`src/hw/rtl/i2r_pkg.sv`:
```
// Shared types, letter codes and digit coding functions for the Roman numeral encoder.
`default_nettype none

package i2r_pkg;

  // Field widths.
  localparam int NumW    = 16;
  localparam int WorkW   = 12;
  localparam int LetterW = 7;
  localparam int DigitW  = 4;
  localparam int NDigits = 4;
  localparam int PosW    = 2;
  localparam int KW      = 2;
  localparam int LenW    = 3;

  // Valid input range.
  localparam logic [NumW-1:0] NumMax = 16'd3999;

  // Divide by ten through a scaled reciprocal, exact for values below 16384.
  localparam int RecipW = 13;
  localparam logic [RecipW-1:0] RecipTen = 13'd6554;
  localparam int RecipShift = 16;

  // ASCII letter codes.
  localparam logic [LetterW-1:0] ChrM = 7'h4D;
  localparam logic [LetterW-1:0] ChrD = 7'h44;
  localparam logic [LetterW-1:0] ChrC = 7'h43;
  localparam logic [LetterW-1:0] ChrL = 7'h4C;
  localparam logic [LetterW-1:0] ChrX = 7'h58;
  localparam logic [LetterW-1:0] ChrV = 7'h56;
  localparam logic [LetterW-1:0] ChrI = 7'h49;
  localparam logic [LetterW-1:0] ChrNone = 7'h00;

  // Digit positions, most significant first.
  localparam logic [PosW-1:0] PosThousands = 2'd0;
  localparam logic [PosW-1:0] PosHundreds  = 2'd1;
  localparam logic [PosW-1:0] PosTens      = 2'd2;
  localparam logic [PosW-1:0] PosUnits     = 2'd3;

  // Commands from the controller to the datapath.
  typedef struct packed {
    logic load;
    logic div;
    logic skip;
    logic emit;
    logic emit_err;
  } cmd_t;

  // Status from the datapath to the controller.
  typedef struct packed {
    logic err;
    logic len_zero;
    logic final_chr;
    logic slot_free;
  } sts_t;

  // Number of letters that one decimal digit turns into.
  function automatic logic [LenW-1:0] digit_len(input logic [DigitW-1:0] d);
    logic [LenW-1:0] len;
    case (d)
      4'd0: len = 3'd0;
      4'd1: len = 3'd1;
      4'd2: len = 3'd2;
      4'd3: len = 3'd3;
      4'd4: len = 3'd2;
      4'd5: len = 3'd1;
      4'd6: len = 3'd2;
      4'd7: len = 3'd3;
      4'd8: len = 3'd4;
      4'd9: len = 3'd2;
      default: len = 3'd0;
    endcase
    return len;
  endfunction

  // Letter k of the digit d at position pos.
  function automatic logic [LetterW-1:0] digit_char(input logic [DigitW-1:0] d,
                                                   input logic [KW-1:0] k,
                                                   input logic [PosW-1:0] pos);
    logic [LetterW-1:0] one;
    logic [LetterW-1:0] five;
    logic [LetterW-1:0] ten;
    logic [LetterW-1:0] chr;
    case (pos)
      PosThousands: begin
        one = ChrM; five = ChrM; ten = ChrM;
      end
      PosHundreds: begin
        one = ChrC; five = ChrD; ten = ChrM;
      end
      PosTens: begin
        one = ChrX; five = ChrL; ten = ChrC;
      end
      default: begin
        one = ChrI; five = ChrV; ten = ChrX;
      end
    endcase
    if (d <= 4'd3) begin
      chr = one;
    end else if (d == 4'd4) begin
      chr = (k == '0) ? one : five;
    end else if (d <= 4'd8) begin
      chr = (k == '0) ? five : one;
    end else begin
      chr = (k == '0) ? one : ten;
    end
    return chr;
  endfunction

endpackage

`default_nettype wire

```
`src/hw/rtl/i2r_dp.sv`:
```
// Datapath: digit split by ten, letter sequencing and the output word register.
`default_nettype none

module i2r_dp (
  input  wire                            clk,
  input  wire                            rst_n,
  input  i2r_pkg::cmd_t                  cmd,
  output i2r_pkg::sts_t                  sts,
  input  wire [i2r_pkg::NumW-1:0]        number,
  output logic [i2r_pkg::LetterW-1:0]    letter,
  output logic                           last,
  output logic                           out_of_range,
  output logic                           out_valid,
  input  wire                            out_ready
);

  localparam int ProdW = i2r_pkg::WorkW + i2r_pkg::RecipW;
  localparam int QW    = ProdW - i2r_pkg::RecipShift;

  logic [i2r_pkg::WorkW-1:0]   num_r;
  logic [i2r_pkg::DigitW-1:0]  dig_r [i2r_pkg::NDigits];
  logic [i2r_pkg::PosW-1:0]    pos_r;
  logic [i2r_pkg::KW-1:0]      k_r;
  logic                        err_r;
  logic [i2r_pkg::LetterW-1:0] letter_r;
  logic                        last_r;
  logic                        oor_r;
  logic                        out_valid_r;

  logic [ProdW-1:0]            prod;
  logic [QW-1:0]               quot;
  logic [i2r_pkg::WorkW-1:0]   quot_x10;
  logic [i2r_pkg::WorkW-1:0]   rem_full;
  logic [i2r_pkg::DigitW-1:0]  cur_dig;
  logic [i2r_pkg::LenW-1:0]    cur_len;
  logic                        last_of_digit;
  logic                        rest_zero;
  logic [i2r_pkg::LetterW-1:0] cur_chr;

  // One divide-by-ten step: quotient by reciprocal, remainder by back-multiply.
  always_comb begin
    prod     = ProdW'(num_r) * ProdW'(i2r_pkg::RecipTen);
    quot     = prod[ProdW-1:i2r_pkg::RecipShift];
    quot_x10 = i2r_pkg::WorkW'({quot, 3'b000}) + i2r_pkg::WorkW'({quot, 1'b0});
    rem_full = num_r - quot_x10;
  end

  // Current digit, its letter and whether this letter closes the numeral.
  always_comb begin
    cur_dig       = dig_r[pos_r];
    cur_len       = i2r_pkg::digit_len(cur_dig);
    last_of_digit = ({1'b0, k_r} == (cur_len - 3'd1));
    cur_chr       = i2r_pkg::digit_char(cur_dig, k_r, pos_r);
    rest_zero     = 1'b1;
    for (int i = 0; i < i2r_pkg::NDigits; i++) begin
      if (i > int'(pos_r) && dig_r[i] != '0) begin
        rest_zero = 1'b0;
      end
    end
  end

  // Work registers.
  always_ff @(posedge clk) begin
    if (cmd.load) begin
      num_r <= number[i2r_pkg::WorkW-1:0];
      err_r <= (number == '0) || (number > i2r_pkg::NumMax);
      pos_r <= i2r_pkg::PosThousands;
      k_r   <= '0;
    end else if (cmd.div) begin
      num_r    <= quot_x10 == '0 ? '0 : i2r_pkg::WorkW'(quot);
      dig_r[0] <= rem_full[i2r_pkg::DigitW-1:0];
      for (int i = 1; i < i2r_pkg::NDigits; i++) begin
        dig_r[i] <= dig_r[i-1];
      end
    end else if (cmd.skip) begin
      pos_r <= pos_r + 2'd1;
      k_r   <= '0;
    end else if (cmd.emit) begin
      if (last_of_digit) begin
        pos_r <= pos_r + 2'd1;
        k_r   <= '0;
      end else begin
        k_r <= k_r + 2'd1;
      end
    end
  end

  // Output word register.
  always_ff @(posedge clk) begin
    if (!rst_n) begin
      out_valid_r <= 1'b0;
    end else if (cmd.emit || cmd.emit_err) begin
      out_valid_r <= 1'b1;
    end else if (out_ready) begin
      out_valid_r <= 1'b0;
    end
  end

  always_ff @(posedge clk) begin
    if (cmd.emit) begin
      letter_r <= cur_chr;
      last_r   <= last_of_digit && rest_zero;
      oor_r    <= 1'b0;
    end else if (cmd.emit_err) begin
      letter_r <= i2r_pkg::ChrNone;
      last_r   <= 1'b1;
      oor_r    <= 1'b1;
    end
  end

  assign sts.err       = err_r;
  assign sts.len_zero  = (cur_len == '0);
  assign sts.final_chr = last_of_digit && rest_zero;
  assign sts.slot_free = !out_valid_r || out_ready;

  assign letter       = letter_r;
  assign last         = last_r;
  assign out_of_range = oor_r;
  assign out_valid    = out_valid_r;

endmodule

`default_nettype wire

```
`src/hw/rtl/i2r_ctrl.sv`:
```
// Controller: sequences load, digit split, letter emission and the range error word.
`default_nettype none

module i2r_ctrl (
  input  wire            clk,
  input  wire            rst_n,
  input  wire            in_valid,
  output logic           in_ready,
  input  i2r_pkg::sts_t  sts,
  output i2r_pkg::cmd_t  cmd
);

  localparam logic [1:0] StIdle  = 2'd0;
  localparam logic [1:0] StSplit = 2'd1;
  localparam logic [1:0] StEmit  = 2'd2;
  localparam logic [1:0] StErr   = 2'd3;

  logic [1:0] state_r;
  logic [1:0] state_nxt;
  logic [1:0] step_r;
  logic [1:0] step_nxt;

  // Next state and commands.
  always_comb begin
    state_nxt = state_r;
    step_nxt  = step_r;
    cmd       = '0;
    in_ready  = 1'b0;
    case (state_r)
      StIdle: begin
        in_ready = 1'b1;
        if (in_valid) begin
          cmd.load  = 1'b1;
          step_nxt  = '0;
          state_nxt = StSplit;
        end
      end
      StSplit: begin
        if (sts.err) begin
          state_nxt = StErr;
        end else begin
          cmd.div  = 1'b1;
          step_nxt = step_r + 2'd1;
          if (step_r == 2'd3) begin
            state_nxt = StEmit;
          end
        end
      end
      StEmit: begin
        if (sts.len_zero) begin
          cmd.skip = 1'b1;
        end else if (sts.slot_free) begin
          cmd.emit = 1'b1;
          if (sts.final_chr) begin
            state_nxt = StIdle;
          end
        end
      end
      StErr: begin
        if (sts.slot_free) begin
          cmd.emit_err = 1'b1;
          state_nxt    = StIdle;
        end
      end
      default: begin
        state_nxt = StIdle;
      end
    endcase
  end

  always_ff @(posedge clk) begin
    if (!rst_n) begin
      state_r <= StIdle;
      step_r  <= '0;
    end else begin
      state_r <= state_nxt;
      step_r  <= step_nxt;
    end
  end

  // A word is only written into a free output slot.
  a_emit_slot: assert property (@(posedge clk) disable iff (!rst_n)
    (cmd.emit || cmd.emit_err) |-> sts.slot_free)
    else $error("word written into an occupied output slot");

  // An accepted number always starts the digit split.
  a_load_split: assert property (@(posedge clk) disable iff (!rst_n)
    (state_r == StIdle && in_valid) |=> (state_r == StSplit && step_r == 2'd0))
    else $error("accepted number did not start the split");

  // The closing letter returns the controller to idle.
  a_final_idle: assert property (@(posedge clk) disable iff (!rst_n)
    (cmd.emit && sts.final_chr) |=> state_r == StIdle)
    else $error("controller kept running after the closing letter");

  // The error word is only sent for an out-of-range number.
  a_err_only: assert property (@(posedge clk) disable iff (!rst_n)
    cmd.emit_err |-> sts.err)
    else $error("error word sent for an in-range number");

endmodule

`default_nettype wire

```
`src/hw/rtl/integer_to_roman_encoder.sv`:
```
// Top level of the integer to Roman numeral encoder: controller plus datapath.
//
//  Channel | Ports                          | Word contents
//  --------+--------------------------------+--------------------------------------
//  input   | in_tvalid/in_tready/in_tdata   | tdata[15:0] number
//  output  | out_tvalid/out_tready/out_tdata| tdata[6:0] letter, tdata[7] zero,
//          | out_tlast/out_tuser            | tlast last, tuser[0] out_of_range
//
// A number is taken, then split into four decimal digits one after another by a
// shared divide-by-ten unit; then one letter is sent per cycle while the output
// is not stalled, with a skip step for each zero digit ahead of the last nonzero
// one. An out-of-range number skips the split and sends one flagged word instead.
// Output stalls hold the letter sequence; the last letter sits in the output
// register while the next number is accepted. Reset clears control state only.
`default_nettype none

module integer_to_roman_encoder (
  input  wire         clk,
  input  wire         rst_n,
  input  wire         in_tvalid,
  output logic        in_tready,
  input  wire  [15:0] in_tdata,   // [15:0] number
  output logic        out_tvalid,
  input  wire         out_tready,
  output logic [7:0]  out_tdata,  // [6:0] letter, [7] zero fill
  output logic        out_tlast,
  output logic [0:0]  out_tuser   // [0] out_of_range
);

  i2r_pkg::cmd_t               cmd;
  i2r_pkg::sts_t               sts;
  logic [i2r_pkg::LetterW-1:0] letter;
  logic                        oor;

  i2r_ctrl u_ctrl (
    .clk      (clk),
    .rst_n    (rst_n),
    .in_valid (in_tvalid),
    .in_ready (in_tready),
    .sts      (sts),
    .cmd      (cmd)
  );

  i2r_dp u_dp (
    .clk          (clk),
    .rst_n        (rst_n),
    .cmd          (cmd),
    .sts          (sts),
    .number       (in_tdata),
    .letter       (letter),
    .last         (out_tlast),
    .out_of_range (oor),
    .out_valid    (out_tvalid),
    .out_ready    (out_tready)
  );

  assign out_tdata = {1'b0, letter};
  assign out_tuser = oor;

endmodule

`default_nettype wire

```
`config.mk`:
```
export PLATFORM = sky130hd
export DESIGN_NAME = integer_to_roman_encoder
export DESIGN_NICKNAME = d
export VERILOG_FILES = /design/src/hw/rtl/i2r_pkg.sv /design/src/hw/rtl/i2r_dp.sv /design/src/hw/rtl/i2r_ctrl.sv /design/src/hw/rtl/integer_to_roman_encoder.sv
export SDC_FILE = /design/constraint.sdc
export NUM_CORES = 1
export LEC_CHECK = 0
export ABC_AREA = 1
export BUFFER_PORTS_ARGS = -buffer_cell sky130_fd_sc_hd__buf_2
export CAP_MARGIN = 40
export CORE_UTILIZATION = 40
export CTS_BUF_LIST = sky130_fd_sc_hd__clkbuf_8 sky130_fd_sc_hd__clkbuf_16
export DETAILED_ROUTE_END_ITERATION = 10
export GPL_TIMING_DRIVEN = 0
export MAX_ROUTING_LAYER = met4
export PLACE_DENSITY_LB_ADDON = 0.2
export SYNTH_ARGS = -nofsm -noshare
export SYNTH_HDL_FRONTEND = slang
export SYNTH_SLANG_ARGS = --single-unit
```
`constraint.sdc`:
```
create_clock -name clk -period 7 [get_ports clk]
set_input_delay 1.4 -clock clk [delete_from_list [all_inputs] [get_ports clk]]
set_output_delay 1.4 -clock clk [all_outputs]
set_load 0.005 [all_outputs]
```
==> flow_summary.ini, run 1 <==
[cts]
numCtsBuffers = 5
cts.sinks = 48
clock_latency_ps = 290
clock-root-buffer = clkbuf_16
clkSlewWorstSetupHoldPaths_ps = 60
cts_buffer_depth = 2
htreeDepth = 2
cts_tree = yes

[global_route]
track_usage = 0.187
grt_pass1_vias = 4632
grt_max_degree = 16
grt_pass1_wl_um = 21400
antenna_found_initial = 0
grt-ovfl-total = 0
use_met1 = 0.234
grt.met2_usage = 0.318
grt_util_met3 = 0.0186
top_usage_layer = met2

[timing]
slew_headroom = 0.496
clock_skew_ps = 7.04
fmax_mhz = 154
setup_viol = 0
timing.final.hold_violations = 0
worst_pin_slew_ps = 753
rsz0062_at_grt = false
period_minus_slack_ps = 6490
period_share = 0.928
slew_violations = 0
finalSetupTns_ps = 0

[floorplan]
die_h_um = 123
placementRows = 43
io_pins = 32
die_x_um = 123
initial_core_util = 0.414
core_um2 = 14000
die_area_um2 = 15000

[worst_setup_path]
cp_max_fo = 7
cpPeakStageDelay_ps = 550
ff2ff_path_depth = 28
cp-start-kind = register
required_ps = 7030
slowest_stage = fa_1
cpMostUsedCell = fa_1
cp-end-kind = register
rr_startpoint = u_dp.num_r[3]
path_delay_family = adder cells
r2r-end = u_dp.num_r[3]
arrival_ps = 6520
r2r_slack_ps = 510
crit_buf_inv = 3
critPathKind = reg -> reg

[finish]
nNetsFinal = 915
fillers = 1380
fin_util = 0.457
layout-drive-gt1-share = 0.118
num_antenna_cells = 0
area_growth_pct = 10.5

[yosys]
synth_top_area_cell = ha_1
synthTopCellsByArea = ha_1 (23%), edfxtp_1 (19%), fa_1 (13%), inv_1 (9.7%), nand2_1 (8.9%)
synth_most_common_cell = inv_1
synth_cell_types = 51
syn_area_um2 = 5810
netlist.area_leader.share = 0.226
ys.flop_type = edfxtp_1
syn_inst = 706
syn_avg_cell_area_um2 = 8.23
synth-async-reset-ratio = 0
synth_edf_count = 36
ys_seq_area_frac = 0.227
yosysWarningCount = 0
synth.ff_latch_count = 48
netlist_top_cells_count = inv_1 (150), nand2_1 (137), ha_1 (105), nor2_1 (47), fa_1 (39)

[detailed_routing]
ant_nets = 0
wirelength_um = 12500
wl_per_cell_um = 13.4
via_per_inst = 4.91
firstDrtPassIters = 4
remaining_drc_errors = 0
drtIter0Drc = 256
vias = 4576

[placement]
portBuffers = 29
dp_hpwl_um = 10900
place.gp.congestion = 0.884

[worst_hold_path]
whs_path_depth = 0
hp-class = reg -> reg
hp-start = u_dp.dig_r[0][3]
holdPathEnd = u_dp.dig_r[1][3]

[status]
status = completed

[flow_run]
maxCapViolations = 0
-- worst max path at each step --
stage             startpoint       endpoint  cells after the start
2_1_floorplan  u_dp.num_r[6]  u_dp.num_r[2]                     30
3_3_place_gp   u_dp.num_r[7]  u_dp.num_r[2]                     30
3_5_place_dp   u_dp.num_r[2]  u_dp.num_r[3]                     27
4_1_cts        u_dp.num_r[7]  u_dp.num_r[3]                     27
5_1_grt        u_dp.num_r[3]  u_dp.num_r[2]                     30
6_report       u_dp.num_r[3]  u_dp.num_r[3]                     28
-- worst reg2reg max path, delay by kind of cell, from the launching register on --
kind                       cells  cell delay, ps
adders and majority gates      7            3150
and+or+nand+nor               11            1250
DFF                            1             530
AOI/OAI and AO/OA              6             890
xor gates and xnor gates       1             220
buffers and inverters          3             210
-- layer usage --
| metal | share of wire | vias up |
|---|---|---|
| met2 | 0.49 | 83 |
| li1 | - | 2371 |
| met4 | 0.024 | 0 |
| met1 | 0.46 | 2102 |
| met3 | 0.032 | 20 |
| met5 | 0 | - |
-- logic make-up (layout without fill, tap and decap cells) --
family | count (synthesis) | in the layout | share of synthesized area
simple gates | 259 | 259 | 0.201
buf+inv | 161 | 206 | 0.108
fa+ha+maj | 144 | 144 | 0.361
compound gates | 81 | 81 | 0.0838
flops | 48 | 48 | 0.227
xor+xnor | 12 | 12 | 0.0194
other cells | 1 | 2 | 0.000646
-- stage by stage --
step	instances	hold slack, ps	cell area (um2)	worst slack [ps]
after global routing	932	472	6420	6.23
after CTS	926	457	6340	290
after detailed placement	918	446	6200	343
final	932	455	6420	505
after global placement	916	440	6180	328
after floorplan	707	427	5810	1040
-- sequential cells by signal, indices dropped and copies added (netlist names), named ones only --
name,cells
u_dp.num_r,12
u_dp.k_r,2
u_ctrl.state_r,2
u_dp.out_valid,1
u_ctrl.step_r,2
u_dp.pos_r,2
u_dp.letter,6
u_dp.out_of_range,1
u_dp.last,1
u_dp.err_r,1
u_dp.dig_r,16
-- cell usage in the layout, fill, tap and decap left out, types with 4 or more instances in the layout --
master     instances
buf_4              9
xor2_1             6
ha_1             103
nor4_1             6
dfxtp_1           12
a21oi_1           27
xnor2_1            4
clkbuf_16          5
edfxtp_1          36
fa_1              39
buf_2             30
o21ai_0           24
nor2_1            47
nand3_2            4
nor3_1             5
inv_1            151
nand3_1           27
a31oi_1            4
nand2_2           18
nand2_1          136
-- final cells by class --
class                      instances  area, um2  area share
inverter                         154        581      0.0904
clock inverter                     3       16.3     0.00253
timing repair buffer              37        206      0.0322
tap                              180        225      0.0351
buffer                             7       45.0     0.00701
clock buffer                       5        125      0.0195
multi-input combinational        498       3900       0.608
sequential                        48       1320       0.206
-- what timing repair did --
item                       in CTS  in global routing
setup buffers                   0                  6
hold buffers                    0                  0
resized for setup               0                  5
setup endpoints to repair       0                  7
Power of run 1 is not shown: default switching activity piles up to over one toggle a cycle in this logic, so the estimate is an artifact.
==> inputs of run 2 (changes only) <==
CORE_UTILIZATION = 35   (was 40)
SLEW_MARGIN = 40   (was not set)
clock period = 5.41 ns   (was 7 ns; I/O delays follow)
==> run 2 against run 1 <==
Compared with the run above: final area is 7.7% higher; sequential share of layout area is 1.5 points lower; the run now ends with setup timing left; largest cell class unchanged; register-to-register slack worse by 1200 ps; setup slack worse by 1200 ps; via count is 1.7% higher.
==> flow_summary.ini, run 2 (synthesized netlist as in run 1, its figures left out) <==
[status]
status = finished with violations
violations = setup timing

[finish]
instances_no_fill = 992
num_antenna_cells = 0
nNetsFinal = 939
regMostFlops = u_dp.dig_r
layout-drive-gt1-share = 0.184
final_cell_mix = inv_1 (145), nand2_1 (131), ha_1 (93)
largest_reg_flops = 16
layout_commonest_cell = inv_1
area_growth_pct = 19.0

[global_route]
antenna_found_initial = 0
grt_pass1_wl_um = 22500
grt_pass1_vias = 4756
grt-ovfl-total = 0
track_usage = 0.173
grt_max_degree = 19

[floorplan]
placementRows = 46
die_x_um = 131
die_h_um = 131
initial_core_util = 0.362
core_um2 = 16100
die_area_um2 = 17100
io_pins = 32

[detailed_routing]
firstDrtPassIters = 4
via_per_inst = 4.69
drtIter0Drc = 177
wl_per_cell_um = 13.5
vias = 4655
ant_nets = 0
remaining_drc_errors = 0
wirelength_um = 13400

[timing]
period_share = 1.12
slew_headroom = 0.538
fmax_mhz = 165
setup_ws_ps = -646
rsz0062_at_grt = true
clock_skew_ps = 6.73
timing.final.hold_violations = 0
slew_violations = 0
period_minus_slack_ps = 6060
worst_pin_slew_ps = 688
setup_viol = 7

[worst_setup_path]
r2r_slack_ps = -650
crit_end = u_dp.num_r[4]
ff2ff_path_depth = 29
cpMostUsedCell = nand2_1
startpoint = u_dp.num_r[0]
cpPeakStageDelay_ps = 540
critPathKind = reg -> reg
r2r-end = u_dp.num_r[4]
cp_max_fo = 7
cp-start-kind = register
arrival_ps = 6100
required_ps = 5460
rr_startpoint = u_dp.num_r[0]
slowest_stage = edfxtp_1
cp-end-kind = register

[flow_run]
maxCapViolations = 0

[cts]
clock_latency_ps = 290
cts.sinks = 48
ctsHoldBuffers = 0
clock-root-buffer = clkbuf_16
numCtsBuffers = 5
clkSlewWorstSetupHoldPaths_ps = 70
htreeDepth = 2
cts_tree = yes
cts_buffer_depth = 2

[placement]
dpl_worst_slack_ps = -1110
dp_hpwl_um = 11200
place.gp.congestion = 0.820
dp_cells = 952
portBuffers = 29

[worst_hold_path]
hp-class = reg -> reg
[run 2: how the worst min path moves through the flow]
stage,to,slack (ps),depth (start not counted),start
5_1_grt,u_dp.dig_r[1][3],480,0,u_dp.dig_r[0][3]
6_report,u_dp.dig_r[1][3],460,0,u_dp.dig_r[0][3]
2_1_floorplan,u_dp.dig_r[1][0],430,0,u_dp.dig_r[0][0]
4_1_cts,u_ctrl.step_r[0],460,1,u_ctrl.step_r[0]
3_5_place_dp,u_ctrl.step_r[0],450,1,u_ctrl.step_r[0]
3_3_place_gp,u_dp.dig_r[1][3],450,0,u_dp.dig_r[0][3]
[run 2: stage by stage]
stage	instance area (um2)	setup TNS, ps	hold WS [ps]	utilization
global placement	6340	-7610	445	0.395
global route	6910	-6470	481	0.431
floorplan	5920	-1240	427	-
detailed placement	6340	-7860	452	0.395
finish	6910	-4490	459	0.431
CTS	6840	-4690	461	0.426
[run 2: repair_timing]
action / in CTS / in global routing
setup buffers: 29 / 3
pin swaps: 24 / 10
gates resized for setup: 13 / 9
endpoints found under the setup margin: 9 / 8
[run 2: layout make-up]
cell class	count	area [um2]
buffer	7	45.0
clock buffer	5	125
clock inverter	3	68.8
fill	1584	9140
inverter	154	581
multi-input combinational	498	4100
sequential	48	1320
tap	216	270
timing repair buffer	61	402
[run 2: worst max-delay path: cells and delay by family (launching register included)]
family	cells	cell delay (ps)
adders and majority gates	7	2680
and+or+nand+nor	12	1290
AOI/OAI and AO/OA	5	640
DFF	1	540
xor gates and xnor gates	2	410
buffers and inverters	3	230
[run 2: metal layers]
layer | global-route usage | routed length, um
met4 | 0.0453 | 243
met5 | - | 0
met3 | 0.0179 | 257
met2 | 0.303 | 6720
met1 | 0.214 | 6220
Power of run 2 is left out for the same reason.
==> inputs of run 3 (changes only) <==
ABC_AREA = not set   (was 1)
==> run 3 against run 2 <==
Compared with the run above: highest routed layer unchanged; utilization up 0.66 points; global-route usage up 0.31 points; final cell count down 14%; the flow still finishes with violations (setup timing); setup slack worse by 360 ps; fmax down 5.6%; first-iteration DRC count up 0.56%; hold slack better by 9.6 ps; sequential share of layout area up 0.48 points; flip-flop and latch count unchanged; count of clock-buffer cells in the layout unchanged.
==> flow_summary.ini, run 3 <==
[status]
status = finished with violations
violations = setup timing

[timing]
period_share = 1.19
finalSetupTns_ps = -6970
period_minus_slack_ps = 6410
setup_viol = 7
timing.final.hold_violations = 0
fmax_mhz = 156
slew_violations = 0
slew_headroom = 0.588
worst_pin_slew_ps = 617
rsz0062_at_grt = true
setup_ws_ps = -1000
clock_skew_ps = 6.52

[cts]
cts_buffer_depth = 2
cts_tree = yes
clock-root-buffer = clkbuf_16
clkSlewWorstSetupHoldPaths_ps = 60
ctsHoldBuffers = 0
clock_latency_ps = 290
numCtsBuffers = 5
cts.sinks = 48
htreeDepth = 2

[floorplan]
io_pins = 32
die_x_um = 129
placementRows = 45
initial_core_util = 0.364
core_um2 = 15400
die_h_um = 129
die_area_um2 = 16600

[yosys]
synth-async-reset-ratio = 0
netlist_top_cells_count = ha_1 (105), inv_1 (100), nor2_1 (43), fa_1 (39), edfxtp_1 (36)
syn_inst = 581
synth_cell_types = 62
synth_edf_count = 36
syn_avg_cell_area_um2 = 9.67
netlist.area_leader.share = 0.234
synthTopCellsByArea = ha_1 (23%), edfxtp_1 (19%), fa_1 (14%), inv_1 (6.7%), dfxtp_1 (4.3%)
synth_most_common_cell = ha_1
synth_top_area_cell = ha_1
syn_area_um2 = 5620
ys.flop_type = edfxtp_1
yosysWarningCount = 0
ys_seq_area_frac = 0.235
synth.ff_latch_count = 48

[detailed_routing]
remaining_drc_errors = 0
wirelength_um = 13100
vias = 4359
via_per_inst = 5.10
ant_nets = 0
drtIter0Drc = 178
firstDrtPassIters = 6
wl_per_cell_um = 15.3

[finish]
layout_commonest_cell = inv_1
regMostFlops = u_dp.dig_r
final_cell_area_um2 = 6740
fillers = 1508
num_antenna_cells = 0
nNetsFinal = 807
layout-drive-gt1-share = 0.196
final_cell_mix = inv_1 (97), ha_1 (92), fa_1 (39)
area_growth_pct = 20.0
largest_reg_flops = 16
instances_no_fill = 855
regArea_um2 = 1320
multiInputGateArea_um2 = 4230

[placement]
dpl_worst_slack_ps = -1610
dp_hpwl_um = 10800
portBuffers = 29
place.gp.congestion = 0.877
dp_cells = 824
postPlaceCellArea_um2 = 6140

[global_route]
grt_pass1_wl_um = 22200
grt_util_met3 = 0.0220
grt_max_degree = 15
grt.met2_usage = 0.302
grt_pass1_vias = 4553
use_met1 = 0.215
top_usage_layer = met2
antenna_found_initial = 0
grt-ovfl-total = 0
track_usage = 0.177

[worst_setup_path]
critPathKind = reg -> reg
rr_startpoint = u_dp.num_r[3]
r2r-end = u_dp.num_r[5]
r2r_slack_ps = -1000
required_ps = 5450
cp_max_fo = 7
cp-end-kind = register
ff2ff_path_depth = 25
cp-start-kind = register
arrival_ps = 6450

[worst_hold_path]
hp-start = u_dp.dig_r[0][0]
holdPathEnd = u_dp.dig_r[1][0]
whs_path_depth = 0
hp-class = reg -> reg

[flow_run]
maxCapViolations = 0
run 3: cell types whose count changed after synthesis, moves of 9 or more:
cell      before  now
nand3_1       27    6
nor2b_1        0    9
nand2_2       17    0
nor3_1         5   14
xnor2_1        4   13
o211ai_1       3   12
nand2_1      137   17
inv_1        150  100
run 3: repair_timing:
action                                  4_1_cts  5_1_grt
endpoints found under the hold margin         0        0
gates resized for setup                      24       18
buffers inserted                             19        4
pin swaps                                    15        9
endpoints found under the setup margin        9        9
run 3: cell type report:
| type | instances | share of cell area |
|---|---|---|
| inverters | 100 | 0.0557 |
| clock buffers | 5 | 0.0186 |
| flip-flops and latches | 48 | 0.196 |
| well taps | 211 | 0.0391 |
| multi-input cells | 422 | 0.627 |
| repair buffers | 54 | 0.0501 |
| plain buffers | 12 | 0.00816 |
| clock inverters | 3 | 0.00575 |
run 3: worst max-delay path by stage:
stage	startpoint	endpoint	slack, ps	depth (start not counted)
final	u_dp.num_r[3]	u_dp.num_r[5]	-1000	25
after detailed placement	u_dp.num_r[6]	u_dp.num_r[5]	-1610	26
after floorplan	u_dp.num_r[2]	u_dp.num_r[2]	-700	27
after global routing	u_dp.num_r[7]	u_dp.num_r[8]	-1330	27
after CTS	u_dp.num_r[7]	u_dp.num_r[2]	-1090	27
after global placement	u_dp.num_r[3]	u_dp.num_r[5]	-1530	24
run 3: through the flow:
step | hold slack (ps) | utilization
2_1_floorplan | 421 | -
3_3_place_gp | 449 | 0.397
3_5_place_dp | 449 | 0.398
4_1_cts | 472 | 0.427
5_1_grt | 491 | 0.437
6_report | 469 | 0.437
run 3: logic make-up (layout without fill, tap and decap cells):
logic type      count (synthesis)  count (layout)  synth area share
compound gates                107             107             0.127
flops                          48              48             0.235
mux                            12              12            0.0303
simple gates                  136             136             0.125
other cells                     1               2          0.000667
fa+ha+maj                     144             144             0.373
xor+xnor                       21              21            0.0327
buf+inv                       112             174            0.0766
run 3: critical path, cell delays in order (launching register included):
cell       delay [ps]
edfxtp_1          540
ha_4              340
inv_1              50
fa_1              530
inv_1              50
fa_1              520
fa_1              580
fa_1              450
ha_4              310
nand3_1            80
nor3_2            260
a211oi_4           90
nor2b_4           160
nor2_4             70
o21bai_4          190
xor2_4            210
ha_4              160
inv_2              30
fa_1              470
o211ai_1           80
nor3_1            160
o2111ai_1         170
a21oi_1           150
o211a_1           160
o2111a_2          280
nor2_2             70
run 3: metal layers:
layer  vias to the layer above  wire (um)  share of wire
met5                         -          0              0
met4                         0        367          0.028
met3                        27        400          0.031
met2                        91       6390           0.49
met1                      2087       5930           0.45
li1                       2154          -              -
Power of run 3 is left out for the same reason.
